--- src/pel_pkg.sv ---
package pel_pkg;

  localparam int PEL_DEPTH = 64;

  typedef enum logic [1:0] {
    OP_INSERT   = 2'd0,
    OP_REMOVE   = 2'd1,
    OP_FIND_LANE = 2'd2,
    OP_FIND_TIME = 2'd3
  } pel_op_t;

  typedef enum logic [1:0] {
    ST_OK    = 2'd0,
    ST_FULL  = 2'd1,
    ST_RANGE = 2'd2
  } pel_status_t;

  typedef enum logic [1:0] {
    S_IDLE,
    S_SCAN,
    S_HOLD
  } pel_state_t;

  typedef struct packed {
    logic [7:0]  lane;
    logic [31:0] event_time;
    logic [7:0]  kind;
  } pel_entry_t;

  // shift command broadcast to every cell
  typedef struct packed {
    logic       ins;
    logic       rem;
    logic [6:0] pos_idx;
    pel_entry_t entry;
  } pel_cmd_t;

  typedef struct packed {
    logic        by_time;
    logic [7:0]  lane;
    logic [31:0] event_time;
  } pel_key_t;

  typedef struct packed {
    logic [6:0] found_position;
    logic [6:0] length;
    logic       is_empty;
    logic [1:0] status;
  } pel_res_t;

endpackage

--- src/pel_cell.sv ---
module pel_cell #(
  parameter int IDX   = 0,
  parameter int CNT_W = 7
) (
  input  logic                clk,
  input  logic                rst_n,
  input  pel_pkg::pel_cmd_t   cmd,
  input  pel_pkg::pel_key_t   key,
  input  logic [CNT_W-1:0]    count,
  input  pel_pkg::pel_entry_t prev_entry,
  input  pel_pkg::pel_entry_t next_entry,
  input  logic                tok_in,
  output pel_pkg::pel_entry_t entry,
  output logic                pass,
  output logic                halt
);
  import pel_pkg::*;

  localparam int IW = (CNT_W > 7) ? CNT_W + 1 : 8;
  localparam logic [IW-1:0]    MY_IDX = IW'(IDX);
  localparam logic [CNT_W-1:0] MY_CNT = CNT_W'(IDX);

  pel_entry_t entry_r, entry_nxt;
  logic       tok_r;
  logic [IW-1:0] pidx;
  logic       occ, fit;

  assign pidx = IW'(cmd.pos_idx);
  assign occ  = MY_CNT < count;
  assign fit  = key.by_time ? (entry_r.event_time <= key.event_time)
                            : (entry_r.lane <= key.lane);
  assign pass  = tok_r && occ && fit;
  assign halt  = tok_r && !(occ && fit);
  assign entry = entry_r;

  always_comb begin
    entry_nxt = entry_r;
    if (cmd.ins) begin
      if (MY_IDX == pidx) entry_nxt = cmd.entry;
      else if (MY_IDX > pidx) entry_nxt = prev_entry;
    end else if (cmd.rem) begin
      if (MY_IDX >= pidx) entry_nxt = next_entry;
    end
  end

  always_ff @(posedge clk) begin
    entry_r <= entry_nxt;
  end

  // search token walks one cell per cycle while entries fit the key
  always_ff @(posedge clk) begin
    if (!rst_n) tok_r <= 1'b0;
    else        tok_r <= tok_in;
  end

endmodule

--- config.mk ---
export PLATFORM = sky130hd
export DESIGN_NAME = pel_cell
export DESIGN_NICKNAME = d
export VERILOG_FILES = /design/src/pel_pkg.sv /design/src/pel_cell.sv
export SDC_FILE = /design/constraint.sdc
export NUM_CORES = 1
export LEC_CHECK = 0
export BUFFER_PORTS_ARGS = -buffer_cell sky130_fd_sc_hd__buf_2
export CELL_PAD_IN_SITES_DETAIL_PLACEMENT = 1
export CELL_PAD_IN_SITES_GLOBAL_PLACEMENT = 2
export CORE_ASPECT_RATIO = 0.5
export CORE_MARGIN = 8
export CORE_UTILIZATION = 20
export DETAILED_ROUTE_END_ITERATION = 12
export PLACE_DENSITY_LB_ADDON = 0.1
export RECOVER_POWER = 50
export SKIP_CTS_REPAIR_TIMING = 1
export SLEW_MARGIN = 10
export SYNTH_ARGS = -nofsm -noshare
export SYNTH_HDL_FRONTEND = slang
export SYNTH_SLANG_ARGS = --single-unit
--- constraint.sdc ---
create_clock -name clk -period 3.3 [get_ports clk]
set_clock_uncertainty 0.1 [all_clocks]
set_input_delay 0.165 -clock clk [delete_from_list [all_inputs] [get_ports clk]]
set_output_delay 0.165 -clock clk [all_outputs]
set_load 0.01 [all_outputs]
### Word-level counts from Yosys, hierarchy flattened

Cells that the tools add are included.

| word-level totals | value |
|---|---|
| register bits after elaboration | 49 |
| input port bits | 204 |
| logic and storage cells | 25 |
| output and inout bits | 50 |

| cells by class | value |
|---|---|
| reduce and logical (&&, ||, !) cells | 9 |
| mux-type cells | 6 |
| magnitude comparators | 5 |
| equality and inequality tests | 1 |

Operator list:

| operator | number |
|---|---|
| $mux 48 | 5 |
| $le 32x32->1 | 1 |
| $le 8x8->1 | 1 |
| $logic_not 8->1 | 1 |
| $ge 1x7->1 const A | 1 |
| $gt 1x7->1 const A | 1 |
| $lt 1x7->1 const A | 1 |
| $logic_and 1x1->1 | 4 |
| $reduce_bool 2->1 | 2 |
| $ne 3x1->1 const B | 1 |
| $reduce_and 3->1 | 1 |
| $logic_not 1->1 | 1 |
| $mux 1 | 1 |

### Depth between registers and ports, before layout

| depth | value |
|---|---|
| depth after elaboration | 5 |
| depth in mapped cells | 8 |
| mapped depth without buffers | 8 |

### Worst setup path after synthesis

OpenSTA, ideal clock, no wires.

| timing path | value |
|---|---|
| path type | input-to-reg |
| from | in cmd[53] in the netlist's numbering |
| to | reg entry_r (netlist bit entry[0]) (enable) |
| required time | 2.746 ns |
| slack | -0.275 ns |
| arrival time | 3.021 ns |
| stages on the path | 5 |
| library setup time | 0.454 ns |
| path buffers | 2 |
| cell sequence | nor4_1 -> nand2_1 -> buf_2 -> buf_2 -> nor2_1 |

| between the ends | value |
|---|---|
| word-level cells in the longest chain between the ends | 3 |
| elaborated cells on any way between the ends | 6 |
| classes of those cells | 2 x order compare; 1 x eq/ne; 3 x reduce/logical |

RTL lines:

| item | RTL line | text |
|---|---|---|
| start: declaration | pel_cell.sv:7 | `input pel_pkg::pel_cmd_t cmd,` |
| $gt 1x7->1 (tied with other cells) | pel_cell.sv:40 | `else if (MY_IDX > pidx) entry_nxt = prev_entry;` |
| $ne 3x1->1 (no line) / $reduce_bool 2->1 (equally long branches) | n/a |  |
| $reduce_and 3->1 (no line) (*) | n/a |  |
| end signal: assignment | pel_cell.sv:47 | `entry_r <= entry_nxt;` |
| end: declaration | pel_cell.sv:23 | `pel_entry_t entry_r, entry_nxt;` |

Every way passes the cells marked *; elsewhere a longest branch is shown, timed or not.
A chain may end at the register's enable or synchronous reset.

### Worst setup path in the final report

| timing path | value |
|---|---|
| from | reg entry_r (netlist bit entry[31]) |
| to | out pass |

| between the ends | value |
|---|---|
| word-level cells in the longest chain between the ends | 3 |

RTL lines:

| item | RTL line | text |
|---|---|---|
| $le 32x32->1 | pel_cell.sv:30 | `assign fit = key.by_time ? (entry_r.event_time <= key.event_time)` |
| $mux 1 | pel_cell.sv:30 |  |
| $logic_and 1x1->1 | pel_cell.sv:32 | `assign pass = tok_r && occ && fit;` |
| end: declaration | pel_cell.sv:14 | `output logic pass,` |

Every way passes these cells.

==> flow_metrics.py <==
metrics = {
    "sta": {
        "rsz0062_at_grt": "false",
        "setup-violations-final": 0,
        "hold_violations": 0,
        "max_freq_mhz": 321,
        "min_period_ps": 3110,
        "fin_setup_tns_ps": 0,
        "worst_slack_ps": 188,
        "fin_hold_ws_ps": 88.6,
        "slew_headroom_pct": -20.9,
        "maxSlewViolCount": 31,
        "fin_crit_sh_pct": 94.3,
        "worstMarginPinSlew_ps": 1810,
    },
    "critical_path": {
        "cpPeakStageDelay_ps": 580,
        "worstSetupStartpointType": "flop",
        "crit_required_ps": 3030,
        "worstSetupEndpointType": "output pin",
        "crit_chain": "ha_1 > nand4_1 > or4_4 > o41a_1 > nor2b_1 > a22oi_2 > and3_1 > buf_2",
        "crit_fanout": 3,
        "cp_slowest_cell": "or4_4",
        "arrival_ps": 2850,
        "path_class": "reg2out",
    },
    "cells_and_area": {
        "fillers": 2131,
        "final_area_um2": 5150,
        "fin_nets": 855,
        "final_util_pct": 29.8,
        "final_cells": 847,
        "drive_gt1_share_pct": 36.4,
        "area_growth_syn_to_layout_pct": 47.0,
    },
    "power_and_ir_drop": {
        "leakagePower_nw": 2.74,
        "pwr-share-comb_pct": 18.6,
        "power_density_nw_per_um2": 292,
        "p_total_mw": 1.50,
        "switching_share_pct": 25.2,
        "seqPwrFrac_pct": 46.1,
        "p_sw_mw": 0.379,
        "internal_power_mw": 1.12,
        "vdd_drop_max_uv": 201,
        "power_frac_clock_pct": 35.3,
    },
    "clock_network": {
        "htree_levels": 2,
        "numCtsBuffers": 5,
        "clock_sinks": 49,
        "clk_transition_reported_paths_ps": 70,
        "root_buffer": "clkbuf_16",
        "cts.path.max_buffers": 2,
        "cts_tree": "built",
    },
    "logic_synthesis": {
        "syn-instance-count": 361,
        "ys_seq_elements": 49,
        "ys_seq_area_share_pct": 41.7,
        "yosysWarningCount": 0,
        "syn-cell-area_um2": 3510,
        "yosys.cell_types.count": 33,
        "synth.net_count": 605,
        "syn_area_per_cell_um2": 9.71,
    },
    "global_routing": {
        "grt_pass1_wl_mm": 21.3,
        "grt_pass1_vias": 3887,
        "grt-ovfl-total": 0,
        "grtUsageTotal_pct": 12.2,
        "antenna_found_initial": 2,
        "grt_max_degree": 63,
    },
    "die": {
        "die_area_um2": 22300,
        "die_h_um": 110,
        "die_w_um": 203,
        "ios": 254,
        "start_util_pct": 20.3,
        "fp-row-count": 34,
        "core_area_um2": 17300,
    },
    "hold_path": {
        "hold_path.class": "in2reg",
        "min_path_cells": 3,
        "worstHoldStart": "next_entry[4]",
        "holdPathEnd": "entry[4]",
    },
    "routing": {
        "via_per_inst": 4.07,
        "drt_wl_total_mm": 14.2,
        "detail-route-antenna-nets": 0,
        "wire_per_inst_um": 16.8,
        "firstDrtPassIters": 4,
        "route.detailed.drc": 0,
        "drtIter0Drc": 95,
        "vias": 3450,
    },
    "place": {
        "place_congestion": 0.705,
        "dp_hpwl_mm": 12.1,
        "place_inst": 836,
        "portBuffers": 253,
        "placed_area_um2": 5050,
        "pre_cts_ws_ps": 371,
    },
    "outcome": {
        "violations": "capacitance limit, slew limit",
        "status": "complete, but fails checks",
    },
    "run": {
        "max_cap_violations": 1,
    },
}
==> critical path, delay by kind of cell, from the launching register on <==
kind	cells	cell delay, ps
flops	1	400
fa+ha+maj	1	330
compound gates	2	580
buf+inv	1	120
simple gates	4	1110
==> registers in the layout, summed over array words and instances (netlist names) <==
signal	flops
entry	48
tok_r	1
==> Yosys cell counts <==
master / count / share of area, %
nor4_1: 3 / 0.54
o21ai_0: 4 / 0.57
or4b_2: 1 / 0.29
buf_2: 2 / 0.29
a221o_1: 1 / 0.29
mux2i_1: 48 / 14
and4_1: 2 / 0.50
nor3_1: 2 / 0.29
a21boi_0: 1 / 0.21
or4_4: 1 / 0.32
o41a_1: 1 / 0.32
nand2_1: 5 / 0.54
nor2b_1: 3 / 0.54
o21a_1: 1 / 0.21
ha_1: 40 / 14
inv_1: 40 / 4.3
buf_1: 3 / 0.32
or2_2: 1 / 0.18
or3_2: 1 / 0.21
a211oi_1: 1 / 0.21
and2_1: 1 / 0.18
a21oi_1: 66 / 9.4
a21o_1: 4 / 0.86
nand3_1: 5 / 0.71
and3_1: 1 / 0.18
nor2_1: 52 / 5.6
o211ai_1: 1 / 0.21
nand4_1: 8 / 1.4
a41o_1: 1 / 0.29
dfxtp_1: 1 / 0.57
edfxtp_1: 48 / 41
clkbuf_1: 11 / 1.2
a22oi_1: 1 / 0.21
==> worst max path at each step <==
stage          startpoint       end  slack [ps]
2_1_floorplan     cmd[53]  entry[0]         530
3_3_place_gp    entry[31]      pass         400
3_5_place_dp    entry[31]      pass         370
4_1_cts         entry[29]      pass          40
5_1_grt         entry[38]      pass          20
6_report        entry[31]      pass         190
==> metal layers <==
| layer | global-route usage [%] | wire [um] |
|---|---|---|
| met5 | 0 | 13 |
| met2 | 21.8 | 7180 |
| met4 | 2.21 | 103 |
| met1 | 14.4 | 6070 |
| met3 | 3.97 | 832 |
==> logic make-up after synthesis <==
family / Yosys count / share of synthesized area (%)
and+or+nand+nor: 86 / 11.5
DFF: 49 / 41.7
muxes: 48 / 13.7
AOI/OAI and AO/OA: 82 / 12.8
adders and majority gates: 40 / 14.3
buffers and inverters: 56 / 6.07
==> cells in the final DEF (no fill, tap or decap), types with 2 or more instances in the layout <==
master / n
inv_1: 40
nand4_1: 8
a21oi_1: 66
ha_1: 40
clkinv_2: 2
nand2_1: 5
nand3_1: 5
nor2_1: 51
a21o_1: 4
o21ai_0: 4
clkbuf_1: 48
nor4_1: 3
buf_4: 5
nor2b_1: 3
and4_1: 2
mux2i_1: 48
clkbuf_16: 5
buf_2: 204
edfxtp_1: 48
nor3_1: 2
dlygate4sd3_1: 2
==> cell type report <==
class | instances | area, um2 | share of cell area (%)
Multi-Input combinational cell | 256 | 1840 | 35.8
Sequential cell | 49 | 1460 | 28.4
Timing Repair Buffer | 259 | 1260 | 24.4
Tap cell | 234 | 293 | 5.68
Inverter | 40 | 150 | 2.91
Clock buffer | 5 | 125 | 2.43
Clock inverter | 3 | 17.5 | 0.340
Antenna cell | 1 | 2.50 | 0.0486
==> power groups by stage <==
stage | clock network, mW | logic, mW | registers, mW
finish | 0.530 | 0.279 | 0.693
global route | 0.585 | 0.323 | 0.694
CTS | 0.564 | 0.285 | 0.693
detailed placement | 0 | 0.284 | 0.707
global placement | 0 | 0.279 | 0.707
floorplan | 0 | 0.124 | 0.709
Power figures use the tool's default switching activity.
