==> config.mk <==
export PLATFORM = sky130hd
export DESIGN_NAME = pel_ctrl_flat
export DESIGN_NICKNAME = d
export VERILOG_FILES = /design/src/pel_pkg.sv /design/src/pel_if.sv /design/src/pel_ctrl.sv /design/src/flat_wrapper.sv
export SDC_FILE = /design/constraint.sdc
export NUM_CORES = 1
export LEC_CHECK = 0
export ABC_AREA = 0
export BUFFER_PORTS_ARGS = -buffer_cell sky130_fd_sc_hd__buf_2
export CORE_AREA = 2 2 105 107
export CTS_BUF_LIST = sky130_fd_sc_hd__clkbuf_8 sky130_fd_sc_hd__clkbuf_16
export DETAILED_ROUTE_END_ITERATION = 7
export DIE_AREA = 0 0 107 109
export HOLD_SLACK_MARGIN = 0.1
export PLACE_DENSITY = 0.8
export SYNTH_ARGS = -nofsm -noshare
export SYNTH_HDL_FRONTEND = slang
export SYNTH_SLANG_ARGS = --single-unit
==> constraint.sdc <==
create_clock -name clk -period 4 [get_ports clk]
set_clock_uncertainty 0.15 [all_clocks]
set_input_delay 0.6 -clock clk [delete_from_list [all_inputs] [get_ports clk]]
set_output_delay 0.6 -clock clk [all_outputs]
set_load 0.02 [all_outputs]
==> src/pel_pkg.sv <==
package pel_pkg;

  localparam int PEL_DEPTH = 64;

  typedef enum logic [1:0] {
    OP_INSERT   = 2'd0,
    OP_REMOVE   = 2'd1,
    OP_FIND_LANE = 2'd2,
    OP_FIND_TIME = 2'd3
  } pel_op_t;

  typedef enum logic [1:0] {
    ST_OK    = 2'd0,
    ST_FULL  = 2'd1,
    ST_RANGE = 2'd2
  } pel_status_t;

  typedef enum logic [1:0] {
    S_IDLE,
    S_SCAN,
    S_HOLD
  } pel_state_t;

  typedef struct packed {
    logic [7:0]  lane;
    logic [31:0] event_time;
    logic [7:0]  kind;
  } pel_entry_t;

  // shift command broadcast to every cell
  typedef struct packed {
    logic       ins;
    logic       rem;
    logic [6:0] pos_idx;
    pel_entry_t entry;
  } pel_cmd_t;

  typedef struct packed {
    logic        by_time;
    logic [7:0]  lane;
    logic [31:0] event_time;
  } pel_key_t;

  typedef struct packed {
    logic [6:0] found_position;
    logic [6:0] length;
    logic       is_empty;
    logic [1:0] status;
  } pel_res_t;

endpackage

==> src/pel_if.sv <==
interface pel_in_if;
  logic        valid;
  logic        ready;
  logic [1:0]  operation;
  logic [7:0]  lane;
  logic [31:0] event_time;
  logic [7:0]  event_kind;
  logic [6:0]  position;

  modport source (output valid, operation, lane, event_time, event_kind, position,
                  input ready);
  modport sink   (input valid, operation, lane, event_time, event_kind, position,
                  output ready);
endinterface

interface pel_out_if;
  logic       valid;
  logic       ready;
  logic [6:0] found_position;
  logic [6:0] length;
  logic       is_empty;
  logic [1:0] status;

  modport source (output valid, found_position, length, is_empty, status, input ready);
  modport sink   (input valid, found_position, length, is_empty, status, output ready);
endinterface

==> src/pel_ctrl.sv <==
module pel_ctrl #(
  parameter int DEPTH = pel_pkg::PEL_DEPTH,
  parameter int CNT_W = $clog2(DEPTH + 1)
) (
  input  logic              clk,
  input  logic              rst_n,
  pel_in_if.sink            in_ch,
  pel_out_if.source         out_ch,
  input  logic [DEPTH-1:0]  halt,
  output pel_pkg::pel_cmd_t cmd,
  output pel_pkg::pel_key_t key,
  output logic              start,
  output logic [CNT_W-1:0]  count
);
  import pel_pkg::*;

  localparam int W = (CNT_W > 7) ? CNT_W + 1 : 8;
  localparam logic [CNT_W-1:0] FULL_CNT = CNT_W'(DEPTH);

  pel_state_t       state_r, state_nxt;
  logic [CNT_W-1:0] cnt_r, cnt_nxt;
  logic [CNT_W-1:0] scan_r, scan_nxt;
  pel_key_t         key_r, key_nxt;
  pel_res_t         res_r, res_nxt;
  pel_res_t         out_r, out_nxt;
  logic             out_valid_r, out_valid_nxt;

  logic       accept, slot_free, full, ins_ok, rem_ok, imm_op, scan_done, have_res;
  logic [W-1:0] pos_w, cnt_w;
  pel_res_t   imm_res, find_res, new_res;

  assign in_ch.ready = (state_r == S_IDLE);
  assign accept      = in_ch.valid && in_ch.ready;
  assign slot_free   = !out_valid_r || out_ch.ready;
  assign imm_op      = accept && !in_ch.operation[1];
  assign scan_done   = (state_r == S_SCAN) && ((|halt) || (scan_r == FULL_CNT));
  assign have_res    = imm_op || scan_done;

  // next state
  always_comb begin
    state_nxt = state_r;
    case (state_r)
      S_IDLE: begin
        if (accept && in_ch.operation[1]) state_nxt = S_SCAN;
        else if (imm_op && !slot_free)    state_nxt = S_HOLD;
      end
      S_SCAN: begin
        if (scan_done) state_nxt = slot_free ? S_IDLE : S_HOLD;
      end
      S_HOLD: begin
        if (slot_free) state_nxt = S_IDLE;
      end
      default: state_nxt = S_IDLE;
    endcase
  end

  // datapath and outputs
  always_comb begin
    pos_w  = W'(in_ch.position);
    cnt_w  = W'(cnt_r);
    full   = (cnt_r == FULL_CNT);
    ins_ok = !full && (in_ch.position != 7'd0) && (pos_w <= cnt_w + W'(1));
    rem_ok = (in_ch.position != 7'd0) && (pos_w <= cnt_w);

    cmd.ins         = accept && (in_ch.operation == OP_INSERT) && ins_ok;
    cmd.rem         = accept && (in_ch.operation == OP_REMOVE) && rem_ok;
    cmd.pos_idx     = in_ch.position - 7'd1;
    cmd.entry.lane  = in_ch.lane;
    cmd.entry.event_time = in_ch.event_time;
    cmd.entry.kind  = in_ch.event_kind;

    cnt_nxt = cnt_r;
    if (cmd.ins)      cnt_nxt = cnt_r + CNT_W'(1);
    else if (cmd.rem) cnt_nxt = cnt_r - CNT_W'(1);

    imm_res.found_position = 7'd1;
    imm_res.length         = 7'(cnt_nxt);
    imm_res.is_empty       = (cnt_nxt == '0);
    if (in_ch.operation == OP_INSERT)
      imm_res.status = full ? ST_FULL : (ins_ok ? ST_OK : ST_RANGE);
    else
      imm_res.status = rem_ok ? ST_OK : ST_RANGE;

    find_res.found_position = 7'(scan_r) + 7'd1;
    find_res.length         = 7'(cnt_r);
    find_res.is_empty       = (cnt_r == '0);
    find_res.status         = ST_OK;

    new_res = imm_op ? imm_res : find_res;

    start   = accept && in_ch.operation[1];
    key_nxt = key_r;
    if (start) begin
      key_nxt.by_time    = (in_ch.operation == OP_FIND_TIME);
      key_nxt.lane       = in_ch.lane;
      key_nxt.event_time = in_ch.event_time;
    end

    scan_nxt = scan_r;
    if (start)                                scan_nxt = '0;
    else if (state_r == S_SCAN && !scan_done) scan_nxt = scan_r + CNT_W'(1);

    res_nxt       = res_r;
    out_nxt       = out_r;
    out_valid_nxt = out_valid_r;
    if (have_res && slot_free) begin
      out_nxt       = new_res;
      out_valid_nxt = 1'b1;
    end else if (state_r == S_HOLD && slot_free) begin
      out_nxt       = res_r;
      out_valid_nxt = 1'b1;
    end else if (out_ch.ready) begin
      out_valid_nxt = 1'b0;
    end
    if (have_res && !slot_free) res_nxt = new_res;
  end

  always_ff @(posedge clk) begin
    if (!rst_n) begin
      state_r     <= S_IDLE;
      cnt_r       <= '0;
      out_valid_r <= 1'b0;
    end else begin
      state_r     <= state_nxt;
      cnt_r       <= cnt_nxt;
      out_valid_r <= out_valid_nxt;
    end
  end

  always_ff @(posedge clk) begin
    scan_r <= scan_nxt;
    key_r  <= key_nxt;
    res_r  <= res_nxt;
    out_r  <= out_nxt;
  end

  assign key   = key_r;
  assign count = cnt_r;

  assign out_ch.valid          = out_valid_r;
  assign out_ch.found_position = out_r.found_position;
  assign out_ch.length         = out_r.length;
  assign out_ch.is_empty       = out_r.is_empty;
  assign out_ch.status         = out_r.status;

endmodule

==> src/flat_wrapper.sv <==
// flat-port wrapper written by rule: the top's interface ports become plain ports
module pel_ctrl_flat import pel_pkg::*;
#(
  parameter int DEPTH = pel_pkg::PEL_DEPTH,
  parameter int CNT_W = $clog2(DEPTH + 1)
)
  (clk, rst_n, halt, cmd, key, start, count, in_ch_valid, in_ch_operation, in_ch_lane, in_ch_event_time, in_ch_event_kind, in_ch_position, in_ch_ready, out_ch_valid, out_ch_found_position, out_ch_length, out_ch_is_empty, out_ch_status, out_ch_ready);
  pel_in_if in_ch_i ();
  pel_out_if out_ch_i ();
  input  logic clk;
  input  logic rst_n;
  input  logic [DEPTH-1:0] halt;
  output pel_pkg::pel_cmd_t cmd;
  output pel_pkg::pel_key_t key;
  output logic start;
  output logic [CNT_W-1:0] count;
  input wire logic [$bits(in_ch_i.valid)-1:0] in_ch_valid;
  input wire logic [$bits(in_ch_i.operation)-1:0] in_ch_operation;
  input wire logic [$bits(in_ch_i.lane)-1:0] in_ch_lane;
  input wire logic [$bits(in_ch_i.event_time)-1:0] in_ch_event_time;
  input wire logic [$bits(in_ch_i.event_kind)-1:0] in_ch_event_kind;
  input wire logic [$bits(in_ch_i.position)-1:0] in_ch_position;
  output wire logic [$bits(in_ch_i.ready)-1:0] in_ch_ready;
  output wire logic [$bits(out_ch_i.valid)-1:0] out_ch_valid;
  output wire logic [$bits(out_ch_i.found_position)-1:0] out_ch_found_position;
  output wire logic [$bits(out_ch_i.length)-1:0] out_ch_length;
  output wire logic [$bits(out_ch_i.is_empty)-1:0] out_ch_is_empty;
  output wire logic [$bits(out_ch_i.status)-1:0] out_ch_status;
  input wire logic [$bits(out_ch_i.ready)-1:0] out_ch_ready;
  assign in_ch_i.valid = in_ch_valid;
  assign in_ch_i.operation = in_ch_operation;
  assign in_ch_i.lane = in_ch_lane;
  assign in_ch_i.event_time = in_ch_event_time;
  assign in_ch_i.event_kind = in_ch_event_kind;
  assign in_ch_i.position = in_ch_position;
  assign in_ch_ready = in_ch_i.ready;
  assign out_ch_valid = out_ch_i.valid;
  assign out_ch_found_position = out_ch_i.found_position;
  assign out_ch_length = out_ch_i.length;
  assign out_ch_is_empty = out_ch_i.is_empty;
  assign out_ch_status = out_ch_i.status;
  assign out_ch_i.ready = out_ch_ready;
  pel_ctrl #(.DEPTH(DEPTH), .CNT_W(CNT_W)) u_core (.clk(clk), .rst_n(rst_n), .in_ch(in_ch_i), .out_ch(out_ch_i), .halt(halt), .cmd(cmd), .key(key), .start(start), .count(count));
endmodule
Yosys cells after proc, flatten, opt, wreduce, memory -nomap -nowiden
Cells that the tools add are included.
{"block": "totals", "reg_bits": 92, "latchBits": 0, "ram_bits": 0, "romBits": 0, "inputBits": 125, "memories": 0}
{"block": "classes", "addsub": 5, "mul": 0, "div_mod_pow": 0, "magnitude_cmp": 2, "n_eq_ne": 9, "n_shift": 0, "muxes": 18, "n_bitwise": 0, "reduce_logical": 33}
{"cell": "64-bit OR reduction", "n": 1}
{"cell": "17-bit 2-to-1 mux", "n": 3}
{"cell": "2-bit 2-to-1 mux", "n": 9}
{"cell": "1-bit logical AND", "n": 16}
{"cell": "7-bit by 1-bit adder with 7-bit output (second input constant)", "n": 2}
{"cell": "7-bit == test (second input constant)", "n": 2}
{"cell": "7-bit logical NOT", "n": 2}
{"cell": "7-bit 2-to-1 mux", "n": 2}
{"cell": "7-bit by 1-bit subtractor with 7-bit output (second input constant)", "n": 2}
{"cell": "7-bit by 1-bit adder with 8-bit output (second input constant)", "n": 1}
{"cell": "7-bit by 8-bit less-or-equal comparator with 1-bit output", "n": 1}
{"cell": "7-bit less-or-equal comparator", "n": 1}
{"cell": "7-bit nonzero test", "n": 1}
{"cell": "2-bit one-hot mux with 3 select lines", "n": 1}
{"cell": "1-bit logical NOT", "n": 5}
{"cell": "2-bit by 1-bit == test with 1-bit output (second input constant)", "n": 2}
{"cell": "2-bit == test (second input constant)", "n": 2}
{"cell": "2-bit logical NOT", "n": 2}
{"cell": "2-bit by 1-bit != test with 1-bit output (second input constant)", "n": 2}
{"cell": "1-bit logical OR", "n": 3}
{"cell": "1-bit 2-to-1 mux", "n": 3}
{"cell": "3-bit != test (second input constant)", "n": 1}
{"cell": "3-bit AND reduction", "n": 1}
{"cell": "3-bit nonzero test", "n": 1}
{"cell": "2-bit nonzero test", "n": 1}

Depth between registers and ports, before layout
{"block": "logic_depth", "depth_word": 9, "ltp_mapped": 13, "mapped_depth_nobuf": 13}

Worst setup path after synthesis
OpenSTA, ideal clock, no wires.
{"block": "synth_timing", "kind": "reg-to-reg", "start": "reg u_core.cnt_r[2], in the netlist u_core.count[2]", "end": "reg u_core.out_r (netlist bit u_core.out_ch.is_empty) (data pin)", "arrival_time_ps": 3386, "required_ps": 3705, "slack_ps": 320, "path_stages_with_launch": 14, "n_path_buf": 1, "path_cell_list": "dfxtp_1 -> clkbuf_1 -> and3_1 -> and3_1 -> xnor2_1 -> ha_1 -> and3_1 -> a221o_1 -> a31o_2 -> a21oi_1 -> a32oi_2 -> xnor2_1 -> or4_1 -> o21ai_1"}
{"item": "start, declared", "line": "pel_ctrl.sv:21", "source": "logic [CNT_W-1:0] cnt_r, cnt_nxt;"}
{"item": "start signal, assigned", "line": "pel_ctrl.sv:125", "source": "cnt_r <= cnt_nxt;"}
{"item": "end signal, assigned", "line": "pel_ctrl.sv:134", "source": "out_r <= out_nxt;"}
{"item": "end, declared", "line": "pel_ctrl.sv:25", "source": "pel_res_t out_r, out_nxt;"}

==> results.yml <==
status:
  status: "finished clean"
die:
  core_um2: 10600
  ios: 250
  die_h_um: 109
  num_rows: 38
  fp.dieW_um: 107
  start_util_pct: 43.83
  die-area_um2: 11660
synth:
  synthesis.instances: 384
  ys_warn_count: 0
  synth_edf_count: 75
  netlist-cell-type-count: 45
  seq_area_frac_synth_pct: 55.79
  async_flop_share_pct: 0
  ys.flop_type: "edfxtp_1"
  avgSynthCellArea_um2: 12.10
  syn_nets: 529
  synthesis.area_um2: 4647
  synth_seq_cells: 92
global_routing:
  gr-usage-all-layers_pct: 18.48
  grt_max_degree: 50
  grt_pass1_vias: 3380
  grt-ovfl-total: 0
  antenna_found_initial: 0
  grt_pass1_wl_um: 16410
worst_setup_path:
  required_ps: 3250
  r2r_slack_ps: 300
  critPathLaunch: "u_core.count[0]"
  crit_end: "cmd[56]"
  worstRegToRegCells: 14
  worstSetupEndpointType: "output port"
  cp_data_arrival_time_ps: 3100
  start_kind: "flip-flop"
  crit_type: "flip-flop to output port"
  r2r_start: "u_core.count[0]"
  cp_max_fo: 6
  r2r-end: "u_core.res_r[2]"
run:
  drv_cap: 0
cells_and_area:
  final_cell_area_um2: 5879
  area_growth_pct: 26.52
  layout.nets: 721
  final.fill_count: 928
  num_antenna_cells: 0
  layout-drive-gt1-share_pct: 50.09
min_path:
  worstHoldStart: "in_ch_event_time[23]"
  hold_class: "primary input to flip-flop"
  whs_path_depth: 1
placed_design:
  portBuffers: 233
  hpwlAfterDp_um: 9034
  dpl_cell_area_um2: 5615
  gp_congestion: 0.8877
  dp_slack_ps: 185.7
drt:
  wirelength_um: 11250
  wl_met3_um: 706
  drcViolationCount: 0
  met2_length_um: 5875
  vias_per_cell: 4.996
  drtAntennaViolNets: 0
  m1WireLength_um: 4365
  drt-pass1-iter-count: 4
  avgRoutedWirePerCell_um: 15.60
  drtIter0Drc: 123
  route.vias.total: 3602
  highest-signal-layer: "met4"
timing:
  postLayoutSetupSlackWorst_ps: 154.5
  rsz0062_at_grt: "no"
  slew_viol_final: 0
  slew_headroom_pct: 60.35
  timing.final.crit_share_pct: 96.14
  period_minus_slack_ps: 3845
  setup_violations: 0
  fmax_mhz: 260.0
  tightest_slew_ps: 594.7
  hold_violations: 0
  final.setup.tns_ps: 0
clocking:
  htree_levels: 3
  clk_latency_ps: 350
  hold_buffers: 0
  clockBufferDepth: 2
  cts.sinks: 92
  cts_tree: "yes"
  cts_resized: 2
  cts_root_buf: "clkbuf_8"
  postCtsSetupRepairBufs: 0
  path_clk_slew_ps: 90
  numCtsBuffers: 9
pwr:
  leakagePower_nw: 2.578
  ir_worst_vdd_v: 0.0001897
  power.density_nw_per_um2: 379.8
[cells in the mapped netlist (5+ instances only)]
cell type	count	area share [%]
xnor2_1	18	3.4
nand2_1	22	1.8
xor2_1	7	1.3
nor4_1	19	2.6
buf_4	55	8.9
and2_1	9	1.2
and3_1	8	1.1
nor2_1	20	1.6
edfxtp_1	75	48
nand3_1	5	0.54
inv_1	17	1.4
o21ai_0	8	0.86
nor3_1	9	0.97
a21oi_1	7	0.75
mux2_2	15	3.6
ha_1	20	5.4
nand4_1	7	0.94
dfxtp_1	17	7.3
[logic make-up after synthesis]
| family | Yosys count | synth area share, % |
|---|---|---|
| AOI/OAI and AO/OA | 35 | 5.143 |
| xor gates and xnor gates | 25 | 4.712 |
| adders and majority gates | 20 | 5.385 |
| buffers and inverters | 77 | 10.72 |
| DFF | 92 | 55.79 |
| muxes | 18 | 4.281 |
| and+or+nand+nor | 117 | 13.97 |
[power by group]
part	switching (W)	internal (W)	leakage (nW)
clock	0.000335	0.000360	0.108
sequential	0.0000187	0.00109	0.846
combinational	0.000264	0.000166	1.62
total	0.000618	0.00161	2.58
[metrics by stage]
stage	total power [W]	hold WS [ps]	std cells	utilization, %
after CTS	0.002253	248.3	721	55.17
after global placement	0.001547	360.8	705	52.96
final	0.002233	274.4	721	55.45
after detailed placement	0.001557	372.6	705	52.96
after floorplan	0.001419	346.3	384	-
after global routing	0.002329	244.7	721	55.45
[how the worst min path moves through the flow]
stage / to / slack, ps
floorplan: u_core.out_ch.status[1] / 350
global placement: u_core.out_ch.status[1] / 360
detailed placement: u_core.out_ch.status[1] / 370
CTS: u_core.key[36] / 250
global route: u_core.key[23] / 240
finish: u_core.key[23] / 270
[placed cells by master (no fill, tap or decap), types with 3 or more instances in the layout]
cell,Yosys,final
and2_1,9,9
nor2b_1,3,3
nand3b_1,3,3
dfxtp_1,17,15
inv_1,17,17
nor3_1,9,8
a21oi_1,7,7
nor4_1,19,19
nand4_1,7,7
mux2i_1,3,3
o21ai_0,8,8
edfxtp_1,75,75
xnor2_1,18,17
buf_2,2,233
nor2_1,20,20
and3_1,8,6
o21a_1,3,3
mux2_2,15,15
buf_4,55,8
xor2_1,7,7
ha_1,20,19
nand2_1,22,21
a32oi_1,3,3
nand3_1,5,4
clkbuf_8,0,9
[critical path: stages (launching register included)]
cell	delay, ps
dfxtp_1	350
buf_4	150
and3_1	220
and3_4	230
xnor2_1	120
ha_1	260
and3_1	220
a221o_1	350
a31o_2	220
a21oi_1	140
buf_4	160
nand2_2	110
inv_1	70
buf_2	150
[sequential cells by signal, indices dropped and copies added, names as in the netlist, 2 cells and up]
register / flops
u_core.scan_r: 7
u_core.out_ch.status: 2
u_core.out_ch.found_position: 7
u_core.res_r: 17
u_core.count: 7
u_core.state_r: 2
u_core.key: 41
u_core.out_ch.length: 7
[layer usage]
metal	vias to the layer above	GRT usage (%)
met5	-	0
met4	0	8.627
met3	21	3.706
met2	162	33.12
met1	1690	21.27
li1	1729	-
[layout make-up]
cell class | count | area (µm²) | share of cell area, %
tap | 140 | 175.2 | 2.979
clock inverter | 7 | 103.9 | 1.766
timing repair buffer | 241 | 1226 | 20.86
clock buffer | 9 | 123.9 | 2.107
multi-input combinational | 215 | 1592 | 27.07
inverter | 17 | 63.81 | 1.085
sequential | 92 | 2595 | 44.14
(Power assumes the default switching activity.)
